$ cat src/hdl/i2c_master_byte_sequencer_core_macros.svh
// assertion macros shared by the i2c sequencer files
`ifndef I2C_MASTER_BYTE_SEQUENCER_CORE_MACROS_SVH
`define I2C_MASTER_BYTE_SEQUENCER_CORE_MACROS_SVH

// property that must hold in the same cycle, ignored while in reset
`define I2CMS_ASSERT_NOW(lbl, cond, msg) \
    lbl: assert property (@(posedge aclk) disable iff (!aresetn) (cond)) else $error(msg);

// implication whose consequent is checked in the next cycle, ignored while in reset
`define I2CMS_ASSERT_NEXT(lbl, pre, post, msg) \
    lbl: assert property (@(posedge aclk) disable iff (!aresetn) (pre) |=> (post)) \
        else $error(msg);

`endif

$ cat src/hdl/i2cms_pkg.sv
// shared types and codes for the i2c master byte sequencer
package i2cms_pkg;

    // command codes carried by an input request
    localparam logic [2:0] CMD_NONE    = 3'd0;
    localparam logic [2:0] CMD_START   = 3'd1;
    localparam logic [2:0] CMD_RESTART = 3'd2;
    localparam logic [2:0] CMD_STOP    = 3'd3;
    localparam logic [2:0] CMD_WRITE   = 3'd4;
    localparam logic [2:0] CMD_READ    = 3'd5;

    // configuration register indexes
    localparam logic [1:0] REG_BIT_DELAY     = 2'd0;
    localparam logic [1:0] REG_RESTART_EXTRA = 2'd1;
    localparam logic [1:0] REG_ACK_TIMEOUT   = 2'd2;

    // configuration reset values
    localparam logic [7:0] BIT_DELAY_RST     = 8'd4;
    localparam logic [3:0] RESTART_EXTRA_RST = 4'd2;
    localparam logic [7:0] ACK_TIMEOUT_RST   = 8'd250;

    // number of data bits in a byte transfer
    localparam logic [3:0] BYTE_BITS = 4'd8;

    typedef struct packed {
        logic [7:0] bit_delay_ticks;
        logic [3:0] restart_extra_ticks;
        logic [7:0] ack_timeout_ticks;
    } cfg_t;

    typedef struct packed {
        logic [2:0] cmd;
        logic [7:0] data_byte;
        logic       send_ack;
        logic       sda_in;
    } in_t;

    typedef struct packed {
        logic       scl_out;
        logic       sda_out;
        logic       busy_res;
        logic       done_res;
        logic [7:0] read_value;
        logic       ack_failed;
    } out_t;

endpackage

$ cat src/hdl/i2cms_seq.sv
// bus phase sequencer: holds the phase state and works out one tick's result
`include "i2c_master_byte_sequencer_core_macros.svh"

module i2cms_seq (
    input  logic             aclk,
    input  logic             aresetn,
    input  logic             step_en,
    input  i2cms_pkg::in_t   req,
    input  i2cms_pkg::cfg_t  cfg,
    output i2cms_pkg::out_t  res
);

    typedef enum logic [4:0] {
        PH_IDLE,
        PH_ST_SETUP, PH_ST_HOLD, PH_ST_LOW,
        PH_SP_LOW, PH_SP_HIGH,
        PH_WB_DATA, PH_WB_HIGH, PH_WB_LOW,
        PH_AK_REL, PH_AK_HIGH, PH_AK_WAIT, PH_AK_END,
        PH_RB_HIGH, PH_RB_LOW,
        PH_RK_DATA, PH_RK_HIGH, PH_RK_LOW, PH_RK_REL
    } phase_t;

    phase_t     phase_reg, phase_next;
    logic [8:0] tick_count_reg, tick_count_next;
    logic [3:0] bit_index_reg, bit_index_next;
    logic [7:0] shift_byte_reg, shift_byte_next;
    logic [7:0] ack_wait_count_reg, ack_wait_count_next;
    logic [2:0] active_command_reg, active_command_next;
    logic       ack_choice_reg, ack_choice_next;
    logic       scl_level_reg, scl_level_next;
    logic       sda_level_reg, sda_level_next;
    logic       ack_fail_flag_reg, ack_fail_flag_next;
    logic [7:0] read_result_reg, read_result_next;

    logic       out_scl;
    logic       out_sda;
    logic       busy;
    logic       done;
    logic       go;
    phase_t     target;
    logic [8:0] tick_inc;
    logic [8:0] phase_len;

    // next state and tick result
    always_comb begin
        phase_next          = phase_reg;
        tick_count_next     = tick_count_reg;
        bit_index_next      = bit_index_reg;
        shift_byte_next     = shift_byte_reg;
        ack_wait_count_next = ack_wait_count_reg;
        active_command_next = active_command_reg;
        ack_choice_next     = ack_choice_reg;
        scl_level_next      = scl_level_reg;
        sda_level_next      = sda_level_reg;
        ack_fail_flag_next  = ack_fail_flag_reg;
        read_result_next    = read_result_reg;
        done                = 1'b0;
        go                  = 1'b0;
        target              = phase_reg;
        tick_inc            = 9'd0;
        phase_len           = 9'd1;

        // command start, only from idle
        if (phase_reg == PH_IDLE) begin
            unique case (req.cmd) inside
                i2cms_pkg::CMD_START, i2cms_pkg::CMD_RESTART: begin
                    active_command_next = req.cmd;
                    bit_index_next      = 4'd0;
                    tick_count_next     = 9'd0;
                    phase_next          = PH_ST_SETUP;
                    sda_level_next      = 1'b1;
                    scl_level_next      = 1'b1;
                end
                i2cms_pkg::CMD_STOP: begin
                    active_command_next = req.cmd;
                    bit_index_next      = 4'd0;
                    tick_count_next     = 9'd0;
                    phase_next          = PH_SP_LOW;
                    sda_level_next      = 1'b0;
                    scl_level_next      = 1'b1;
                end
                i2cms_pkg::CMD_WRITE: begin
                    active_command_next = req.cmd;
                    bit_index_next      = 4'd0;
                    tick_count_next     = 9'd0;
                    ack_fail_flag_next  = 1'b0;
                    sda_level_next      = req.data_byte[7];
                    shift_byte_next     = {req.data_byte[6:0], 1'b0};
                    phase_next          = PH_WB_DATA;
                end
                i2cms_pkg::CMD_READ: begin
                    active_command_next = req.cmd;
                    bit_index_next      = 4'd0;
                    tick_count_next     = 9'd0;
                    ack_choice_next     = req.send_ack;
                    shift_byte_next     = 8'd0;
                    phase_next          = PH_RB_HIGH;
                    sda_level_next      = 1'b1;
                    scl_level_next      = 1'b1;
                end
                default: begin
                end
            endcase
        end

        // lines are shown as they stand once the command has begun
        out_scl = scl_level_next;
        out_sda = sda_level_next;
        busy    = (phase_next != PH_IDLE);

        // phase length, repeated start setup and hold are stretched
        phase_len = (cfg.bit_delay_ticks == 8'd0) ? 9'd1 : {1'b0, cfg.bit_delay_ticks};
        if (active_command_next == i2cms_pkg::CMD_RESTART &&
            (phase_next == PH_ST_SETUP || phase_next == PH_ST_HOLD)) begin
            phase_len = phase_len + {5'd0, cfg.restart_extra_ticks};
        end

        // phase timing and advance
        if (phase_next == PH_AK_WAIT) begin
            if (!req.sda_in) begin
                go     = 1'b1;
                target = PH_AK_END;
            end else if (ack_wait_count_next >= cfg.ack_timeout_ticks) begin
                ack_fail_flag_next = 1'b1;
                go                 = 1'b1;
                target             = PH_SP_LOW;
            end else begin
                ack_wait_count_next = ack_wait_count_next + 8'd1;
            end
        end else if (phase_next != PH_IDLE) begin
            tick_inc = tick_count_next + 9'd1;
            if (tick_inc >= phase_len) begin
                go = 1'b1;
                if (phase_next == PH_RB_HIGH) begin
                    shift_byte_next = {shift_byte_next[6:0], req.sda_in};
                    if (bit_index_next == 4'd7) begin
                        read_result_next = shift_byte_next;
                    end
                end
                unique case (phase_next)
                    PH_ST_SETUP: target = PH_ST_HOLD;
                    PH_ST_HOLD:  target = PH_ST_LOW;
                    PH_SP_LOW:   target = PH_SP_HIGH;
                    PH_WB_DATA:  target = PH_WB_HIGH;
                    PH_WB_HIGH:  target = PH_WB_LOW;
                    PH_WB_LOW: begin
                        bit_index_next = bit_index_next + 4'd1;
                        target = (bit_index_next < i2cms_pkg::BYTE_BITS) ? PH_WB_DATA
                                                                         : PH_AK_REL;
                    end
                    PH_AK_REL:   target = PH_AK_HIGH;
                    PH_AK_HIGH:  target = PH_AK_WAIT;
                    PH_RB_HIGH:  target = PH_RB_LOW;
                    PH_RB_LOW: begin
                        bit_index_next = bit_index_next + 4'd1;
                        target = (bit_index_next < i2cms_pkg::BYTE_BITS) ? PH_RB_HIGH
                                                                         : PH_RK_DATA;
                    end
                    PH_RK_DATA:  target = PH_RK_HIGH;
                    PH_RK_HIGH:  target = PH_RK_LOW;
                    PH_RK_LOW:   target = ack_choice_next ? PH_RK_REL : PH_IDLE;
                    default:     target = PH_IDLE;
                endcase
                done = (target == PH_IDLE);
            end else begin
                tick_count_next = tick_inc;
            end
        end

        // entry actions of the new phase
        if (go) begin
            phase_next      = target;
            tick_count_next = 9'd0;
            unique case (target)
                PH_ST_HOLD:  sda_level_next = 1'b0;
                PH_ST_LOW:   scl_level_next = 1'b0;
                PH_SP_LOW: begin
                    sda_level_next = 1'b0;
                    scl_level_next = 1'b1;
                end
                PH_SP_HIGH:  sda_level_next = 1'b1;
                PH_WB_DATA: begin
                    sda_level_next  = shift_byte_next[7];
                    shift_byte_next = {shift_byte_next[6:0], 1'b0};
                end
                PH_WB_HIGH:  scl_level_next = 1'b1;
                PH_WB_LOW:   scl_level_next = 1'b0;
                PH_AK_REL:   sda_level_next = 1'b1;
                PH_AK_HIGH:  scl_level_next = 1'b1;
                PH_AK_WAIT:  ack_wait_count_next = 8'd0;
                PH_AK_END:   scl_level_next = 1'b0;
                PH_RB_HIGH: begin
                    sda_level_next = 1'b1;
                    scl_level_next = 1'b1;
                end
                PH_RB_LOW:   scl_level_next = 1'b0;
                PH_RK_DATA:  sda_level_next = !ack_choice_next;
                PH_RK_HIGH:  scl_level_next = 1'b1;
                PH_RK_LOW:   scl_level_next = 1'b0;
                PH_RK_REL:   sda_level_next = 1'b1;
                default: begin
                end
            endcase
        end

        res.scl_out    = out_scl;
        res.sda_out    = out_sda;
        res.busy_res   = busy;
        res.done_res   = done;
        res.read_value = read_result_next;
        res.ack_failed = ack_fail_flag_next;
    end

    // phase state, moves on each accepted tick
    always_ff @(posedge aclk) begin
        if (!aresetn) begin
            phase_reg          <= PH_IDLE;
            tick_count_reg     <= 9'd0;
            bit_index_reg      <= 4'd0;
            shift_byte_reg     <= 8'd0;
            ack_wait_count_reg <= 8'd0;
            active_command_reg <= i2cms_pkg::CMD_NONE;
            ack_choice_reg     <= 1'b0;
            scl_level_reg      <= 1'b1;
            sda_level_reg      <= 1'b1;
            ack_fail_flag_reg  <= 1'b0;
            read_result_reg    <= 8'd0;
        end else if (step_en) begin
            phase_reg          <= phase_next;
            tick_count_reg     <= tick_count_next;
            bit_index_reg      <= bit_index_next;
            shift_byte_reg     <= shift_byte_next;
            ack_wait_count_reg <= ack_wait_count_next;
            active_command_reg <= active_command_next;
            ack_choice_reg     <= ack_choice_next;
            scl_level_reg      <= scl_level_next;
            sda_level_reg      <= sda_level_next;
            ack_fail_flag_reg  <= ack_fail_flag_next;
            read_result_reg    <= read_result_next;
        end
    end

    // state checks
    `I2CMS_ASSERT_NOW(a_idle_tick_zero, (phase_reg != PH_IDLE) || (tick_count_reg == 9'd0), "tick count not cleared in idle")
    `I2CMS_ASSERT_NOW(a_bit_index_range, bit_index_reg <= i2cms_pkg::BYTE_BITS, "bit index past byte end")
    `I2CMS_ASSERT_NOW(a_ack_wait_bound, (phase_reg != PH_AK_WAIT) || (ack_wait_count_reg <= cfg.ack_timeout_ticks), "ack wait count beyond timeout")

endmodule

$ cat src/hdl/i2c_master_byte_sequencer_core.sv
// top level of the i2c master byte sequencer: config registers and result register
//
// Each input request is one prescaler tick carrying the sampled SDA level and,
// while no command is running, optionally a command (start, repeated start,
// stop, write byte, read byte). Every accepted tick yields exactly one result
// with the SCL/SDA drive levels, busy/done flags, the last read byte and the
// acknowledge failure flag.
// The result of a tick sits in the output register in the cycle after the tick
// is accepted. Throughput: one tick per cycle while the receiver keeps up, set by
// the single pass of phase logic between the phase state and the output register.
// Back-pressure: s_ready is high while the output register is empty or being
// taken, so a stalled receiver holds the result and stops further ticks; no
// tick is dropped and the bus timing simply pauses. Reset (aresetn low,
// synchronous): phase idle, both lines released, flags and read byte cleared,
// config back to delay 4, restart extra 2, timeout 250. Configuration is written
// via cfg_wr_en/cfg_index/cfg_wdata, by the user only while idle (not enforced).
`include "i2c_master_byte_sequencer_core_macros.svh"

module i2c_master_byte_sequencer_core (
    input  logic             aclk,
    input  logic             aresetn,
    input  logic             s_valid,
    output logic             s_ready,
    input  i2cms_pkg::in_t   s_data,
    output logic             m_valid,
    input  logic             m_ready,
    output i2cms_pkg::out_t  m_data,
    input  logic             cfg_wr_en,
    input  logic [1:0]       cfg_index,
    input  logic [7:0]       cfg_wdata
);

    i2cms_pkg::cfg_t cfg_reg;
    i2cms_pkg::out_t res;
    i2cms_pkg::out_t m_data_reg;
    logic            m_valid_reg;
    logic            step_en;

    assign s_ready = !m_valid_reg || m_ready;
    assign step_en = s_valid && s_ready;
    assign m_valid = m_valid_reg;
    assign m_data  = m_data_reg;

    // configuration registers
    always_ff @(posedge aclk) begin
        if (!aresetn) begin
            cfg_reg.bit_delay_ticks     <= i2cms_pkg::BIT_DELAY_RST;
            cfg_reg.restart_extra_ticks <= i2cms_pkg::RESTART_EXTRA_RST;
            cfg_reg.ack_timeout_ticks   <= i2cms_pkg::ACK_TIMEOUT_RST;
        end else if (cfg_wr_en) begin
            unique case (cfg_index)
                i2cms_pkg::REG_BIT_DELAY:     cfg_reg.bit_delay_ticks     <= cfg_wdata;
                i2cms_pkg::REG_RESTART_EXTRA: cfg_reg.restart_extra_ticks <= cfg_wdata[3:0];
                i2cms_pkg::REG_ACK_TIMEOUT:   cfg_reg.ack_timeout_ticks   <= cfg_wdata;
                default: begin
                end
            endcase
        end
    end

    // phase sequencer
    i2cms_seq u_seq (
        .aclk    (aclk),
        .aresetn (aresetn),
        .step_en (step_en),
        .req     (s_data),
        .cfg     (cfg_reg),
        .res     (res)
    );

    // output register
    always_ff @(posedge aclk) begin
        if (!aresetn) begin
            m_valid_reg <= 1'b0;
        end else if (step_en) begin
            m_valid_reg <= 1'b1;
        end else if (m_ready) begin
            m_valid_reg <= 1'b0;
        end
    end

    always_ff @(posedge aclk) begin
        if (step_en) begin
            m_data_reg <= res;
        end
    end

    // result checks
    `I2CMS_ASSERT_NEXT(a_tick_gives_result, step_en, m_valid_reg, "accepted tick gave no result")
    `I2CMS_ASSERT_NOW(a_done_in_busy, !m_valid_reg || !m_data_reg.done_res || m_data_reg.busy_res, "done flagged on idle tick")

endmodule

$ cat config.mk
export PLATFORM = sky130hd
export DESIGN_NAME = i2c_master_byte_sequencer_core
export DESIGN_NICKNAME = d
export VERILOG_FILES = /design/src/hdl/i2cms_pkg.sv /design/src/hdl/i2cms_seq.sv /design/src/hdl/i2c_master_byte_sequencer_core.sv
export VERILOG_INCLUDE_DIRS = /design/src /design/src/hdl
export SDC_FILE = /design/constraint.sdc
export NUM_CORES = 1
export LEC_CHECK = 0
export ABC_AREA = 1
export BUFFER_PORTS_ARGS = -buffer_cell sky130_fd_sc_hd__buf_2
export CAP_MARGIN = 25
export CORE_UTILIZATION = 55
export DETAILED_ROUTE_END_ITERATION = 8
export GPL_TIMING_DRIVEN = 0
export PLACE_DENSITY = 0.74
export SLEW_MARGIN = 20
export SYNTH_ARGS = -nofsm -noshare
export SYNTH_HDL_FRONTEND = slang
export SYNTH_SLANG_ARGS = --single-unit
$ cat constraint.sdc
create_clock -name aclk -period 11.4 [get_ports aclk]
set_clock_uncertainty 0.1 [all_clocks]
set_input_delay 1.14 -clock aclk [delete_from_list [all_inputs] [get_ports aclk]]
set_output_delay 1.14 -clock aclk [all_outputs]
set_load 0.02 [all_outputs]
==> summary.txt <==
Timing
  – Setup violations, final: 0
  – Tcrit/Tclk final: between 50% and 60%
  – WHS: 371 ps
  – Min cycle time layout: roughly 6000 ps
  – Post-route setup slack: between 5000 and 6000 ps
  – Actual slew at the worst max-slew pin: around 650 ps
  – Slew Limit Fails: 0
  – Final hold vios: 0
  – Final setup TNS: 0 ps
  – RSZ-0062 raised after global routing: false
  – Fmax: about 170 MHz
  – Slew headroom: 56.7%

Detailed routing
  – Drt initial violations: between 300 and 400
  – DR vias: between 5k and 6k
  – First drt pass iteration count: 6
  – DRC violations left: 0
  – Wire per inst: 14.2 um
  – Antenna-violating nets left: 0
  – Final WL: between 10,000 and 15,000 um
  – Vias/cell: around 5.4

Clock tree
  – CTS root buf: clkbuf_8
  – Worst-path clk slew: ~90 ps
  – Clock Sinks: 83
  – Worst-case clock buffer depth: 2
  – Skew-Pair Late Insertion Delay: ~360 ps
  – CTS tree: done
  – CTS Buf Count: 9
  – Setup repair bufs after CTS: 0
  – CTS H-tree depth: 3
  – Post-cts resize count: 0
  – Post-CTS Hold Buffers: 0

Logic synthesis
  – Synth top area share: between 20 and 30%
  – Synth warnings: 0
  – Synth Instances: 801
  – Largest cells by area after synthesis: dfxtp_1 (26%), nand2_1 (12%), inv_1 (7.7%)
  – Post-synthesis sequential area ratio: roughly 33%
  – Largest area contributor in the netlist: dfxtp_1
  – Yosys cell types: 46
  – Synth Cell Area: about 5500 um2
  – Avg Cell Area, Syn: 6.82 um2
  – Number of synthesized register bits: 83
  – Syn_nets: approximately 850

Setup path
  – CP required: 11,550 ps
  – CP Class: input pin to flop
  – Critical Path AT: around 6000 ps
  – Worst Setup Start Kind: input pin
  – Type of destination of the critical path: flop
  – Max Fanout on Critical Path: 10

Finish
  – Synthesis-to-layout area growth: 10.0%
  – Final Net Count: around 900
  – Commonest non-fill, non-tap cell in the layout: nand2_1
  – Diode count: 0
  – Area occupied by registers: 1790 um2
  – Commonest non-fill, non-tap cells in the layout: nand2_1 (168), inv_1 (112), nor2_1 (85)
  – # fillers: about 900
  – Area of the multi-input gates: slightly above 3000 um2
  – Utilization after layout: 62.1%
  – Largest register FFs: 20
  – Share of cells above drive strength 1: ~14%

Placed design
  – Global placer's final weighted congestion: a little under 0.9
  – IO buf count: between 40 and 50
  – DPL Wire Length: between 10,000 and 15,000 um
  – Post-place setup slack: 5230 ps

GRT
  – Vias in the first global route: 4,974
  – Largest net degree at the start of global routing: 23
  – Global-route wire length before repair: around 23,000 um
  – Gr usage total: about 28%
  – Initial antenna violation count: 0
  – Grt total ovfl: 0

Die
  – CORE AREA: 9680 um2
  – Die area: a little over 10,000 um2
  – Starting Density: a little under three fifths
  – Die height: 102 um
  – Die width: between 100 and 150 um
  – IO Pins: between 40 and 50
  – Row count: 36

Pwr
  – Power per cell area: about 200 nW/um2
  – Leakage: roughly 2.9 nW
  – VDD IR max: between 0.0001 and 0.00015 V

Job
  – Max cap viols: 0

Run status
  – Outcome: finished clean

Min path
  – Hold Path Class: flop to flop
==> synthesized netlist by cell type, drive strengths merged <==
master / instances
a211oi: 2
a21oi: 69
a22o: 1
a22oi: 3
a31oi: 2
a32oi: 1
a41o: 1
buf: 4
clkbuf: 19
dfxtp: 70
edfxtp: 13
fa: 1
ha: 24
inv: 125
mux2i: 5
nand2: 184
nand3: 61
nand3b: 2
nand4: 12
nor2: 101
nor3: 9
nor3b: 1
nor4: 1
o211ai: 8
o21a: 3
o21ai: 54
o221ai: 1
o22ai: 7
or4: 1
xnor2: 7
xor2: 9
==> layer usage <==
| layer | share of wire (%) | vias up | track usage (%) |
|---|---|---|---|
| met4 | 1.4 | 0 | 8.25 |
| met2 | 49 | 153 | 49.4 |
| met1 | 45 | 2448 | 36.8 |
| met5 | 0 | - | 0 |
| li1 | - | 2706 | - |
| met3 | 5.1 | 22 | 3.73 |
==> worst paths after layout <==
| kind | cells after the start | startpoint | to | slack, ps |
|---|---|---|---|---|
| hold reg to reg | 2 | u_seq.shift_byte_reg[3]$_SDFFE_PN0P_ | u_seq.shift_byte_reg[3]$_SDFFE_PN0P_ | 370 |
| setup / recovery | 23 | s_data[12] | u_seq.ack_wait_count_reg[1]$_SDFFE_PN0P_ | 5420 |
| setup reg to reg | 22 | u_seq.phase_reg[4]$_SDFFE_PN0P_ | u_seq.ack_wait_count_reg[1]$_SDFFE_PN0P_ | 6070 |
| hold / removal | 2 | u_seq.shift_byte_reg[3]$_SDFFE_PN0P_ | u_seq.shift_byte_reg[3]$_SDFFE_PN0P_ | 370 |
==> through the flow <==
step | instance area, um2 | instances | power, mW
after global routing | 6010 | 991 | 1.31
after CTS | 6010 | 991 | 1.21
after floorplan | 5460 | 801 | 0.863
after global placement | 5840 | 975 | 1.00
after detailed placement | 5840 | 975 | 1.01
final | 6010 | 991 | 1.21
==> cell families after synthesis <==
group,after synthesis,synth area share (%)
AND/OR/NAND/NOR,372,31.7
buffers and inverters,148,10.4
AO/OA/AOI/OAI,152,15.8
multiplexers,5,0.916
flip-flops,83,32.8
XOR/XNOR,16,2.56
adder cells (fa/ha/maj),25,5.86
==> critical path: stages <==
cell and delay, ps:
buf_2 120, inv_1 50, nand2_1 70, nand2_1 100
o21ai_2 380, clkbuf_1 420, o21ai_0 180, nor3b_1 380
nand2_1 230, nor3_1 370, nand2_1 120, xor2_1 170
ha_1 310, a21oi_1 140, o21a_1 120, nand4_1 240
inv_1 240, nand2_1 70, o21ai_1 200, clkbuf_1 370
nand4_1 320, nand2_1 310, a211oi_1 70
==> report_power, final <==
part	internal (mW)	total [mW]	switching, mW	leakage, nW
combinational	0.193	0.667	0.473	2.16
sequential	0.333	0.352	0.0189	0.699
clock	0.0802	0.195	0.114	0.0860
total	0.607	1.21	0.607	2.95
==> layout make-up <==
type	instances	area share [%]
well taps	133	2.77
plain buffers	23	1.64
inverters	125	7.81
repair buffers	41	3.41
flip-flops and latches	83	29.8
clock inverters	7	0.853
clock buffers	9	2.06
multi-input cells	570	51.6
(Power assumes the default switching activity.)
